File: config.mk
export PLATFORM = sky130hd
export DESIGN_NAME = streaming_welford_variance_flat
export DESIGN_NICKNAME = d
export VERILOG_FILES = /design/src/rtl/core/swv_pkg.sv /design/src/rtl/core/swv_req_if.sv /design/src/rtl/core/swv_rsp_if.sv /design/src/rtl/core/swv_divider.sv /design/src/rtl/core/swv_datapath.sv /design/src/rtl/core/swv_controller.sv /design/src/rtl/core/streaming_welford_variance.sv /design/src/flat_wrapper.sv
export SDC_FILE = /design/constraint.sdc
export NUM_CORES = 2
export LEC_CHECK = 0
export CAP_MARGIN = 30
export CORE_AREA = 2 2 400 402
export CTS_BUF_LIST = sky130_fd_sc_hd__clkbuf_8 sky130_fd_sc_hd__clkbuf_16
export CTS_CLUSTER_DIAMETER = 30
export CTS_CLUSTER_SIZE = 8
export DETAILED_ROUTE_END_ITERATION = 8
export DIE_AREA = 0 0 402 404
export DONT_BUFFER_PORTS = 1
export SLEW_MARGIN = 20
export SYNTH_ARGS = -nofsm -noshare
export SYNTH_HDL_FRONTEND = slang
export SYNTH_SLANG_ARGS = --single-unit
File: constraint.sdc
create_clock -name clock -period 12.3 [get_ports clock]
set_clock_uncertainty 0.1 [all_clocks]
set_input_delay 1.23 -clock clock [delete_from_list [all_inputs] [get_ports clock]]
set_output_delay 1.23 -clock clock [all_outputs]
set_load 0.005 [all_outputs]
File: src/rtl/core/swv_pkg.sv
// ----------------------------------------------------------------------------
// Streaming Welford variance package
// Shared widths, defaults and the command and status bundles that pass
// between the controller and the datapath.
// ----------------------------------------------------------------------------
package swv_pkg;

   localparam int SAMPLE_WIDTH    = 16;
   localparam int VARIANCE_WIDTH  = 47;
   localparam int COUNT_BITS      = 13;
   localparam int SUM_BITS        = 64;
   localparam int STEP_BITS       = $clog2(SUM_BITS + 1);

   localparam int DEF_MAX_COUNT   = 4096;
   localparam int DEF_SAMPLE_BITS = 16;
   localparam int DEF_FRAC_BITS   = 16;

   typedef struct packed {
      logic load;
      logic mark_overflow;
      logic start_mean_div;
      logic update_mean;
      logic calc_dev;
      logic mult;
      logic accumulate;
      logic start_var_div;
      logic emit;
   } cmd_type;

   typedef struct packed {
      logic count_full;
      logic last;
      logic div_done;
      logic rsp_free;
   } status_type;

endpackage

File: src/rtl/core/swv_req_if.sv
// ----------------------------------------------------------------------------
// Sample request channel
// Valid/ready channel carrying one sample and its end-of-set mark.
// ----------------------------------------------------------------------------
interface swv_req_if;

   logic                                    valid;
   logic                                    ready;
   logic signed [swv_pkg::SAMPLE_WIDTH-1:0] sample_value;
   logic                                    last_sample;

   modport source (output valid, output sample_value, output last_sample, input ready);
   modport sink   (input valid, input sample_value, input last_sample, output ready);

endinterface

File: src/rtl/core/swv_rsp_if.sv
// ----------------------------------------------------------------------------
// Variance response channel
// Valid/ready channel carrying the variance, the count and the overflow mark.
// ----------------------------------------------------------------------------
interface swv_rsp_if;

   logic                               valid;
   logic                               ready;
   logic [swv_pkg::VARIANCE_WIDTH-1:0] variance_q16;
   logic [swv_pkg::COUNT_BITS-1:0]     sample_count;
   logic                               count_overflow;

   modport source (output valid, output variance_q16, output sample_count,
                   output count_overflow, input ready);
   modport sink   (input valid, input variance_q16, input sample_count,
                   input count_overflow, output ready);

endinterface

File: src/rtl/core/swv_divider.sv
// ----------------------------------------------------------------------------
// Serial restoring divider
// Produces one quotient bit per cycle. The dividend is loaded left-aligned,
// so a run of a given number of steps divides the top bits of the word.
// ----------------------------------------------------------------------------
module swv_divider #(
   parameter int DIVIDEND_BITS = swv_pkg::SUM_BITS,
   parameter int DIVISOR_BITS  = swv_pkg::COUNT_BITS
) (
   input  logic                                     clock,
   input  logic                                     reset,
   input  logic                                     start,
   input  logic [DIVIDEND_BITS-1:0]                 dividend,
   input  logic [DIVISOR_BITS-1:0]                  divisor,
   input  logic [$clog2(DIVIDEND_BITS+1)-1:0]       steps,
   output logic [DIVIDEND_BITS-1:0]                 quotient,
   output logic                                     done
);

   localparam int CNT_BITS = $clog2(DIVIDEND_BITS + 1);

   logic [DIVIDEND_BITS-1:0] quo_ff, quo_in;
   logic [DIVISOR_BITS-1:0]  rem_ff, rem_in;
   logic [DIVISOR_BITS-1:0]  dsr_ff, dsr_in;
   logic [CNT_BITS-1:0]      cnt_ff, cnt_in;
   logic                     busy_ff, busy_in;
   logic                     done_ff, done_in;
   logic [DIVISOR_BITS:0]    shifted;
   logic [DIVISOR_BITS:0]    trial;

   always_comb begin
      shifted = {rem_ff, quo_ff[DIVIDEND_BITS-1]};
      trial   = shifted - {1'b0, dsr_ff};
      quo_in  = quo_ff;
      rem_in  = rem_ff;
      dsr_in  = dsr_ff;
      cnt_in  = cnt_ff;
      busy_in = busy_ff;
      done_in = 1'b0;
      if (start) begin
         quo_in  = dividend;
         rem_in  = '0;
         dsr_in  = divisor;
         cnt_in  = steps;
         busy_in = 1'b1;
      end else if (busy_ff) begin
         if (!trial[DIVISOR_BITS]) begin
            rem_in = trial[DIVISOR_BITS-1:0];
            quo_in = {quo_ff[DIVIDEND_BITS-2:0], 1'b1};
         end else begin
            rem_in = shifted[DIVISOR_BITS-1:0];
            quo_in = {quo_ff[DIVIDEND_BITS-2:0], 1'b0};
         end
         cnt_in = cnt_ff - CNT_BITS'(1);
         if (cnt_ff == CNT_BITS'(1)) begin
            busy_in = 1'b0;
            done_in = 1'b1;
         end
      end
   end

   always_ff @(posedge clock) begin
      quo_ff <= quo_in;
      rem_ff <= rem_in;
      dsr_ff <= dsr_in;
      if (reset) begin
         cnt_ff  <= '0;
         busy_ff <= 1'b0;
         done_ff <= 1'b0;
      end else begin
         cnt_ff  <= cnt_in;
         busy_ff <= busy_in;
         done_ff <= done_in;
      end
   end

   assign quotient = quo_ff;
   assign done     = done_ff;

endmodule

File: src/rtl/core/swv_datapath.sv
// ----------------------------------------------------------------------------
// Welford datapath
// Holds the running mean, the deviation square sum, the count and the
// response register, and carries out the steps the controller commands.
// ----------------------------------------------------------------------------
module swv_datapath #(
   parameter int MAX_COUNT   = swv_pkg::DEF_MAX_COUNT,
   parameter int SAMPLE_BITS = swv_pkg::DEF_SAMPLE_BITS,
   parameter int FRAC_BITS   = swv_pkg::DEF_FRAC_BITS
) (
   input  logic                                    clock,
   input  logic                                    reset,
   input  swv_pkg::cmd_type                        cmd,
   output swv_pkg::status_type                     status,
   input  logic signed [swv_pkg::SAMPLE_WIDTH-1:0] sample_value,
   input  logic                                    last_sample,
   input  logic                                    rsp_ready,
   output logic                                    rsp_valid,
   output logic [swv_pkg::VARIANCE_WIDTH-1:0]      variance_q16,
   output logic [swv_pkg::COUNT_BITS-1:0]          sample_count,
   output logic                                    count_overflow
);

   localparam int MAG_BITS  = SAMPLE_BITS + FRAC_BITS;
   localparam int MEAN_BITS = MAG_BITS + 2;
   localparam int SUM_BITS  = swv_pkg::SUM_BITS;
   localparam int CNT_BITS  = swv_pkg::COUNT_BITS;
   localparam int STP_BITS  = swv_pkg::STEP_BITS;
   localparam int VAR_BITS  = swv_pkg::VARIANCE_WIDTH;

   logic signed [MEAN_BITS-1:0] x_ff, x_in;
   logic                        last_ff;
   logic signed [MEAN_BITS-1:0] mean_ff, mean_in;
   logic [SUM_BITS-1:0]         sum_ff, sum_in;
   logic [CNT_BITS-1:0]         seen_ff, seen_in;
   logic                        ovf_ff, ovf_in;
   logic [MAG_BITS-1:0]         dold_ff;
   logic                        dold_neg_ff;
   logic [MAG_BITS-1:0]         dnew_ff;
   logic [2*MAG_BITS-1:0]       prod_ff;
   logic                        rsp_valid_ff, rsp_valid_in;
   logic [VAR_BITS-1:0]         var_ff;
   logic [CNT_BITS-1:0]         cnt_out_ff;
   logic                        ovf_out_ff;

   logic signed [SAMPLE_BITS-1:0] sample_low;
   logic signed [MEAN_BITS-1:0]   diff;
   logic [MAG_BITS-1:0]           diff_mag;
   logic signed [MEAN_BITS-1:0]   mean_step;
   logic                          div_start;
   logic [SUM_BITS-1:0]           div_dividend;
   logic [CNT_BITS-1:0]           div_divisor;
   logic [STP_BITS-1:0]           div_steps;
   logic [SUM_BITS-1:0]           div_quotient;
   logic                          div_done;

   swv_divider #(
      .DIVIDEND_BITS (SUM_BITS),
      .DIVISOR_BITS  (CNT_BITS)
   ) u_divider (
      .clock    (clock),
      .reset    (reset),
      .start    (div_start),
      .dividend (div_dividend),
      .divisor  (div_divisor),
      .steps    (div_steps),
      .quotient (div_quotient),
      .done     (div_done)
   );

   always_comb begin
      sample_low = sample_value[SAMPLE_BITS-1:0];
      x_in       = {{(MEAN_BITS-MAG_BITS){sample_low[SAMPLE_BITS-1]}}, sample_low,
                    {FRAC_BITS{1'b0}}};
      diff       = x_ff - mean_ff;
      diff_mag   = diff[MEAN_BITS-1] ? MAG_BITS'(-diff) : MAG_BITS'(diff);
      mean_step  = dold_neg_ff ? -MEAN_BITS'(div_quotient[MAG_BITS-1:0])
                               :  MEAN_BITS'(div_quotient[MAG_BITS-1:0]);

      div_start = cmd.start_mean_div | cmd.start_var_div;
      if (cmd.start_mean_div) begin
         div_dividend = {diff_mag, {(SUM_BITS-MAG_BITS){1'b0}}};
         div_divisor  = seen_ff + CNT_BITS'(1);
         div_steps    = STP_BITS'(MAG_BITS);
      end else begin
         div_dividend = sum_ff;
         div_divisor  = seen_ff;
         div_steps    = STP_BITS'(SUM_BITS);
      end

      mean_in = mean_ff;
      sum_in  = sum_ff;
      seen_in = seen_ff;
      ovf_in  = ovf_ff;
      if (cmd.mark_overflow) begin
         ovf_in = 1'b1;
      end
      if (cmd.update_mean) begin
         mean_in = mean_ff + mean_step;
         seen_in = seen_ff + CNT_BITS'(1);
      end
      if (cmd.accumulate) begin
         sum_in = sum_ff + SUM_BITS'(prod_ff >> FRAC_BITS);
      end
      if (cmd.emit) begin
         mean_in = '0;
         sum_in  = '0;
         seen_in = '0;
         ovf_in  = 1'b0;
      end

      rsp_valid_in = rsp_valid_ff;
      if (rsp_valid_ff && rsp_ready) begin
         rsp_valid_in = 1'b0;
      end
      if (cmd.emit) begin
         rsp_valid_in = 1'b1;
      end
   end

   always_ff @(posedge clock) begin
      if (cmd.load) begin
         x_ff    <= x_in;
         last_ff <= last_sample;
      end
      if (cmd.start_mean_div) begin
         dold_ff     <= diff_mag;
         dold_neg_ff <= diff[MEAN_BITS-1];
      end
      if (cmd.calc_dev) begin
         dnew_ff <= diff_mag;
      end
      if (cmd.mult) begin
         prod_ff <= dold_ff * dnew_ff;
      end
      if (cmd.emit) begin
         var_ff     <= (seen_ff == '0) ? '0 : div_quotient[VAR_BITS-1:0];
         cnt_out_ff <= seen_ff;
         ovf_out_ff <= ovf_ff;
      end
      if (reset) begin
         mean_ff      <= '0;
         sum_ff       <= '0;
         seen_ff      <= '0;
         ovf_ff       <= 1'b0;
         rsp_valid_ff <= 1'b0;
      end else begin
         mean_ff      <= mean_in;
         sum_ff       <= sum_in;
         seen_ff      <= seen_in;
         ovf_ff       <= ovf_in;
         rsp_valid_ff <= rsp_valid_in;
      end
   end

   always_comb begin
      status.count_full = (seen_ff == CNT_BITS'(MAX_COUNT));
      status.last       = last_ff;
      status.div_done   = div_done;
      status.rsp_free   = !rsp_valid_ff || rsp_ready;
   end

   assign rsp_valid      = rsp_valid_ff;
   assign variance_q16   = var_ff;
   assign sample_count   = cnt_out_ff;
   assign count_overflow = ovf_out_ff;

endmodule

File: src/rtl/core/swv_controller.sv
// ----------------------------------------------------------------------------
// Welford controller
// Sequences each request through the mean division, the deviation product and
// the accumulation, or marks overflow if full; a variance division ends a set.
// ----------------------------------------------------------------------------
module swv_controller (
   input  logic                clock,
   input  logic                reset,
   input  logic                req_valid,
   output logic                req_ready,
   input  swv_pkg::status_type status,
   output swv_pkg::cmd_type    cmd
);

   typedef enum logic [3:0] {
      S_IDLE,
      S_SETUP,
      S_MEAN_DIV,
      S_DEV,
      S_MULT,
      S_ACC,
      S_VAR_START,
      S_VAR_DIV,
      S_EMIT
   } state_type;

   state_type state_ff, state_in;

   always_comb begin
      cmd       = '0;
      state_in  = state_ff;
      req_ready = (state_ff == S_IDLE);
      case (state_ff)
         S_IDLE: begin
            if (req_valid) begin
               cmd.load = 1'b1;
               state_in = S_SETUP;
            end
         end
         S_SETUP: begin
            if (status.count_full) begin
               cmd.mark_overflow = 1'b1;
               state_in = status.last ? S_VAR_START : S_IDLE;
            end else begin
               cmd.start_mean_div = 1'b1;
               state_in = S_MEAN_DIV;
            end
         end
         S_MEAN_DIV: begin
            if (status.div_done) begin
               cmd.update_mean = 1'b1;
               state_in = S_DEV;
            end
         end
         S_DEV: begin
            cmd.calc_dev = 1'b1;
            state_in = S_MULT;
         end
         S_MULT: begin
            cmd.mult = 1'b1;
            state_in = S_ACC;
         end
         S_ACC: begin
            cmd.accumulate = 1'b1;
            state_in = status.last ? S_VAR_START : S_IDLE;
         end
         S_VAR_START: begin
            cmd.start_var_div = 1'b1;
            state_in = S_VAR_DIV;
         end
         S_VAR_DIV: begin
            if (status.div_done) begin
               state_in = S_EMIT;
            end
         end
         S_EMIT: begin
            if (status.rsp_free) begin
               cmd.emit = 1'b1;
               state_in = S_IDLE;
            end
         end
         default: begin
            state_in = S_IDLE;
         end
      endcase
   end

   always_ff @(posedge clock) begin
      if (reset) begin
         state_ff <= S_IDLE;
      end else begin
         state_ff <= state_in;
      end
   end

endmodule

File: src/rtl/core/streaming_welford_variance.sv
// A sample below the full count runs through the setup, the bit-serial mean division,
// the deviation, the product and the accumulation before the next request is taken.
// A last sample adds the 64-step variance division before the response.
// A response waits in its own register while the next request is already being taken.
// Reset clears the mean, the sum, the count, the overflow mark and the response valid.
// ----------------------------------------------------------------------------
// Streaming Welford variance
// Population variance of signed sample sets in fixed point, by Welford's rule.
// ----------------------------------------------------------------------------
module streaming_welford_variance #(
   parameter int MAX_COUNT   = swv_pkg::DEF_MAX_COUNT,
   parameter int SAMPLE_BITS = swv_pkg::DEF_SAMPLE_BITS,
   parameter int FRAC_BITS   = swv_pkg::DEF_FRAC_BITS
) (
   input  logic     clock,
   input  logic     reset,
   swv_req_if.sink  req_chan,
   swv_rsp_if.source rsp_chan
);

   swv_pkg::cmd_type    cmd;
   swv_pkg::status_type status;

   swv_controller u_controller (
      .clock     (clock),
      .reset     (reset),
      .req_valid (req_chan.valid),
      .req_ready (req_chan.ready),
      .status    (status),
      .cmd       (cmd)
   );

   swv_datapath #(
      .MAX_COUNT   (MAX_COUNT),
      .SAMPLE_BITS (SAMPLE_BITS),
      .FRAC_BITS   (FRAC_BITS)
   ) u_datapath (
      .clock          (clock),
      .reset          (reset),
      .cmd            (cmd),
      .status         (status),
      .sample_value   (req_chan.sample_value),
      .last_sample    (req_chan.last_sample),
      .rsp_ready      (rsp_chan.ready),
      .rsp_valid      (rsp_chan.valid),
      .variance_q16   (rsp_chan.variance_q16),
      .sample_count   (rsp_chan.sample_count),
      .count_overflow (rsp_chan.count_overflow)
   );

endmodule
File: src/flat_wrapper.sv
// flat-port wrapper written by rule: the top's interface ports become plain ports
module streaming_welford_variance_flat 
#(
   parameter int MAX_COUNT   = swv_pkg::DEF_MAX_COUNT,
   parameter int SAMPLE_BITS = swv_pkg::DEF_SAMPLE_BITS,
   parameter int FRAC_BITS   = swv_pkg::DEF_FRAC_BITS
)
  (clock, reset, req_chan_valid, req_chan_sample_value, req_chan_last_sample, req_chan_ready, rsp_chan_valid, rsp_chan_variance_q16, rsp_chan_sample_count, rsp_chan_count_overflow, rsp_chan_ready);
  swv_req_if req_chan_i ();
  swv_rsp_if rsp_chan_i ();
  input  logic clock;
  input  logic reset;
  input wire logic [$bits(req_chan_i.valid)-1:0] req_chan_valid;
  input wire logic [$bits(req_chan_i.sample_value)-1:0] req_chan_sample_value;
  input wire logic [$bits(req_chan_i.last_sample)-1:0] req_chan_last_sample;
  output wire logic [$bits(req_chan_i.ready)-1:0] req_chan_ready;
  output wire logic [$bits(rsp_chan_i.valid)-1:0] rsp_chan_valid;
  output wire logic [$bits(rsp_chan_i.variance_q16)-1:0] rsp_chan_variance_q16;
  output wire logic [$bits(rsp_chan_i.sample_count)-1:0] rsp_chan_sample_count;
  output wire logic [$bits(rsp_chan_i.count_overflow)-1:0] rsp_chan_count_overflow;
  input wire logic [$bits(rsp_chan_i.ready)-1:0] rsp_chan_ready;
  assign req_chan_i.valid = req_chan_valid;
  assign req_chan_i.sample_value = req_chan_sample_value;
  assign req_chan_i.last_sample = req_chan_last_sample;
  assign req_chan_ready = req_chan_i.ready;
  assign rsp_chan_valid = rsp_chan_i.valid;
  assign rsp_chan_variance_q16 = rsp_chan_i.variance_q16;
  assign rsp_chan_sample_count = rsp_chan_i.sample_count;
  assign rsp_chan_count_overflow = rsp_chan_i.count_overflow;
  assign rsp_chan_i.ready = rsp_chan_ready;
  streaming_welford_variance #(.MAX_COUNT(MAX_COUNT), .SAMPLE_BITS(SAMPLE_BITS), .FRAC_BITS(FRAC_BITS)) u_core (.clock(clock), .reset(reset), .req_chan(req_chan_i), .rsp_chan(rsp_chan_i));
endmodule
# Yosys cells after proc, flatten, opt, wreduce, memory -nomap -nowiden

Index checks and enable logic that the tools add are counted.

Register bits: 423
Input bits: 21
Output and inout port bits: 63
Logic and storage cells: 93

Add/subtract/negate cells: 8
Multipliers: 1
Equal/unequal tests: 14
Mux-type cells: 37
Bitwise operators: 2
Reductions and logical operators: 10

Operators with widths:

| kind                                                                   | number |
|---|---|
| 64-bit two-way mux                                                     | 3 |
| 64-bit by 48-bit adder with 64-bit output                              | 1 |
| 32-bit by 32-bit multiplier with 64-bit output                         | 1 |
| 4-bit case mux with 9 select lines                                     | 1 |
| 34-bit adder                                                           | 1 |
| 34-bit two-way mux                                                     | 1 |
| 32-bit negation with 34-bit output                                     | 1 |
| 32-bit by 34-bit subtractor with 34-bit output                         | 1 |
| 32-bit two-way mux                                                     | 1 |
| 32-bit negation                                                        | 1 |
| 13-bit two-way mux                                                     | 2 |
| 7-bit two-way mux                                                      | 3 |
| 1-bit two-way mux                                                      | 19 |
| 4-bit by 3-bit equality test with 1-bit output (second input constant) | 4 |
| 4-bit two-way mux                                                      | 4 |
| 14-bit by 13-bit subtractor with 14-bit output                         | 1 |
| 13-bit by 1-bit adder with 13-bit output (second input constant)       | 1 |
| 13-bit equality test (second input constant)                           | 1 |
| 13-bit zero test                                                       | 1 |
| 4-bit by 2-bit equality test with 1-bit output (second input constant) | 2 |
| 7-bit by 1-bit equality test with 1-bit output (second input constant) | 1 |
| 7-bit by 1-bit subtractor with 7-bit output (second input constant)    | 1 |
| 3-bit two-way mux                                                      | 2 |
| 2-bit != test (second input constant)                                  | 3 |
| 14 further kinds                                                       | 15 |

# Longest topological paths before layout

Word-level depth: 5
Depth in mapped cells: 30
Gate-level depth less buffers: 29

# By module

From an unflattened synthesis, not the netlist that was laid out.

Cells, all modules: 5923
Area total of the unflattened synthesis: 56257.7 um2

By module, submodules not included:

| module         | times used | cells each | area an instance (um2) | seq. area each (um2) |
|---|---|---|---|---|
| swv_datapath   | 1          | 5513       | 51135.3                | 7997.7 |
| swv_divider    | 1          | 362        | 4763.3                 | 2752.6 |
| swv_controller | 1          | 48         | 359.1                  | 80.1 |

# Least setup slack after synthesis

Ideal clock, no wire load.

Path type: reg2reg
Start: reg u_core.u_datapath.dold_ff[24]
End: reg u_core.u_datapath.prod_ff[57] (data pin)
Library setup time: 0.264 ns
Arrival time: 7.409 ns
Required time: 11.936 ns
Setup slack: 4.528 ns
Stages on the path, launching flop included: 27
Path buffers: 2
Period minus slack after synthesis: 7.772 ns
Cells stage by stage: edfxtp_1 -> clkbuf_1 -> nand2_1 -> fa_1 -> inv_1 -> fa_1 -> inv_1 -> fa_1 -> inv_1 -> fa_1 -> fa_1 -> fa_1 -> fa_1 -> fa_1 -> ha_1 -> clkbuf_1 -> a21oi_1 -> o21ai_0 -> a21o_1 -> a21o_1 -> a21o_1 -> a21o_1 -> a221oi_1 -> o21a_1 -> o21ai_0 -> a221oi_1 -> xnor2_1

Word-level cells in the longest chain between the ends: 1

RTL lines:

| element                                        | RTL line            | text |
|---|---|---|
| start, declared                                | swv_datapath.sv:37  | `logic [MAG_BITS-1:0] dold_ff;` |
| start signal, assigned                         | swv_datapath.sv:127 | `dold_ff <= diff_mag;` |
| 32-bit by 32-bit multiplier with 64-bit output | swv_datapath.sv:134 | `prod_ff <= dold_ff * dnew_ff;` |
| end signal, assigned                           | swv_datapath.sv:134 |  |
| end, declared                                  | swv_datapath.sv:40  | `logic [2*MAG_BITS-1:0] prod_ff;` |

Every way passes these cells.
A chain may end at the register's enable or synchronous reset.

# Final worst setup path

Same ends and word-level chain as after synthesis.

==> impl_metrics.toml <==
[clock_tree]
cts_sinks = 407
numCtsBuffers = 89
postCtsHoldBufs = 0
clk_pin_slew_ps = 50
cts_max_level = 3
cts_tree = "done"
postCtsSetupRepairBufs = 0
cts-root-buf = "clkbuf_16"
ctsLongestPathBuffers = 3
clk_latency_ps = 660
post_cts_resized = 0

[placed_design]
dpl.hpwl_um = 118000
gp_congestion = 0.888
dp_cells = 7749
port_buffers = 0

[yosys]
synth-edff-count = 268
synthCells = 5892
synth_area_um2 = 55000
synthArstFlopShare = 0
synth_top_cell_by_area = "fa_1"
synth_area_leaders = "fa_1 (33%), edfxtp_1 (15%), ha_1 (8.6%)"
synth_nets = 7188
post-synth-top-count-cell = "inv_1"
ys_warn_count = 0
syn_area_per_cell_um2 = 9.34
yosysUniqueCellTypes = 87
ys_top_cells_by_count = "inv_1 (969), fa_1 (898), nand2_1 (833)"
ys_seq_area_frac = 0.197
ys.flop_type = "edfxtp_1"
ys_seq_elements = 407
yosysTopAreaCellShare = 0.327

[timing]
fmax_ghz = 0.113
worst_hold_slack_ps = 339
post-route-min-period_ps = 8840
slew_headroom = 0.278
final-setup-viol-count = 0
fin_crit_sh = 0.719
finalSetupTns_ps = 0
maxSlewViolCount = 0
hold_viol_final = 0
rsz0062_at_grt = "no"
tightest_slew_ps = 1070

[setup_path]
worst_ep_arrival_time_ps = 9120
path_max_fanout = 15
required_ps = 12580
critPathSlowestCell = "edfxtp_1"
end_kind = "register"
crit_start = "u_core.u_datapath.dold_ff[24]"
r2r_slack_ps = 3460
crit_type = "register to register"
cp-start-kind = "register"
r2r_start = "u_core.u_datapath.dold_ff[24]"
worstPathCellList = "nand2_1, fa_1, inv_1, fa_1, inv_1, fa_1, inv_1, fa_1, fa_1, fa_1, fa_1, fa_1, ha_1, a21oi_1, o21ai_0, a21o_1, a21o_1, a21o_1, a21o_1, a221oi_1, o21a_1, o21ai_0, a221oi_1, xnor2_1"
cp_common_cell = "fa_1"
critPathMaxStageDelay_ps = 850

[detailed_routing]
ant_nets = 0
drtIter0Drc = 2991
vias_per_cell = 5.14
dr_total_vias = 40724
wl_per_cell_um = 19.8
drt-pass1-iter-count = 7
totalWireLength_um = 157000
drc = 0

[grt]
grt_max_degree = 69
overflow = 0
grt_first_pass_wirelength_um = 249000
antenna_found_initial = 6
grt_pass1_vias = 42375
grt_usage = 0.195

[final_layout]
syn2layout_area_growth_pct = 9.43
fin_cells = 7918
drive_gt1_frac = 0.0472
nNetsFinal = 7065
final_core_util = 0.382

[hold_path]
hp-start = "u_core.u_datapath.ovf_ff"
hp-class = "register to register"

[floorplan]
die_h_um = 404
die_x_um = 402
dieArea_um2 = 162000
rows = 146
start_util = 0.349
coreArea_um2 = 158000
num_io_pins = 84

[status]
outcome = "complete, no violations"

[job]
maxCapViolations = 0
-- path summary, 6_finish.rpt --
| path | end | cells past startpoint |
|---|---|---|
| hold / removal | u_core.u_datapath.count_overflow | 0 |
| hold reg to reg | u_core.u_datapath.count_overflow | 0 |
| setup / recovery | u_core.u_datapath.prod_ff[57] | 24 |
| setup reg to reg | u_core.u_datapath.prod_ff[57] | 24 |
-- routing by layer --
| metal | up-vias | share of wire | GRT usage |
|---|---|---|---|
| met5 | - | 0.000083 | 0 |
| met2 | 1330 | 0.46 | 0.316 |
| met1 | 20778 | 0.44 | 0.271 |
| met4 | 2 | 0.033 | 0.0655 |
| met3 | 265 | 0.061 | 0.0251 |
| li1 | 18349 | - | - |
-- critical path, delay by kind of cell (launching register included) --
kind	cells	cell delay [ps]
flops	1	850
fa+ha+maj	9	4580
buf+inv	3	160
xor+xnor	1	110
compound gates	10	2580
simple gates	1	180
-- state kept, by name, indices dropped and copies added, names as in the netlist, 4 cells and up --
name	count
u_core.u_datapath.sample_count	13
u_core.u_datapath.prod_ff	48
u_core.u_datapath.u_divider.cnt_ff	7
u_core.u_datapath.u_divider.quotient	64
u_core.u_datapath.variance_q16	47
u_core.u_datapath.u_divider.rem_ff	13
u_core.u_datapath.dnew_ff	32
u_core.u_controller.state_ff	4
u_core.u_datapath.sum_ff	64
u_core.u_datapath.u_divider.dsr_ff	13
u_core.u_datapath.seen_ff	13
u_core.u_datapath.mean_ff	34
u_core.u_datapath.dold_ff	32
u_core.u_datapath.x_ff	16
-- area by class of cell --
class                      count  area [um^2]
antenna                        1         2.50
clock buffer                  93         2290
clock inverter                74          694
fill                       15827        97600
inverter                     971         3650
multi-input combinational   4208        39500
sequential                   407        10800
tap                         2072         2590
timing repair buffer          92          702
-- through the flow --
stage                     worst slack, ps  area, um^2
after floorplan                      4530       55000
after global placement               3580       57200
after detailed placement             3530       57200
after CTS                            3530       60200
after global routing                 3200       60200
final                                3460       60200
-- placed cells by master, fill, tap and decap left out, drive strengths merged, types with 9 or more instances in the layout --
cell type / n
clkinv: 34
xnor2: 164
a21oi: 226
nor2: 138
a41oi: 9
a22oi: 14
xor2: 78
dfxtp: 139
mux2i: 24
o21bai: 20
nand2b: 20
a21o: 117
or4: 12
a211oi: 12
nand4: 22
a21boi: 9
a22o: 14
nand2: 833
nor3: 46
clkinvlp: 13
nand3b: 9
edfxtp: 268
o41ai: 9
o31ai: 26
or3: 39
fa: 898
o21ai: 164
nor2b: 25
clkbuf: 93
and2: 621
a31oi: 24
inv: 991
buf: 92
o21a: 20
nor4: 19
ha: 377
nand3: 70
a2111oi: 9
and3: 41
-- cells by family after synthesis --
| kind of cell | after synthesis | share of synthesized area |
|---|---|---|
| AND/OR/NAND/NOR | 1925 | 0.174 |
| flip-flops | 407 | 0.197 |
| multiplexers | 25 | 0.00457 |
| AO/OA/AOI/OAI | 741 | 0.0861 |
| adder cells (fa/ha/maj) | 1275 | 0.412 |
| XOR/XNOR | 242 | 0.0387 |
| buffers and inverters | 1277 | 0.0872 |
Power is left out: the tool's default activity adds up to more than one toggle a clock period on the data nets, which glitch-free logic cannot reach.
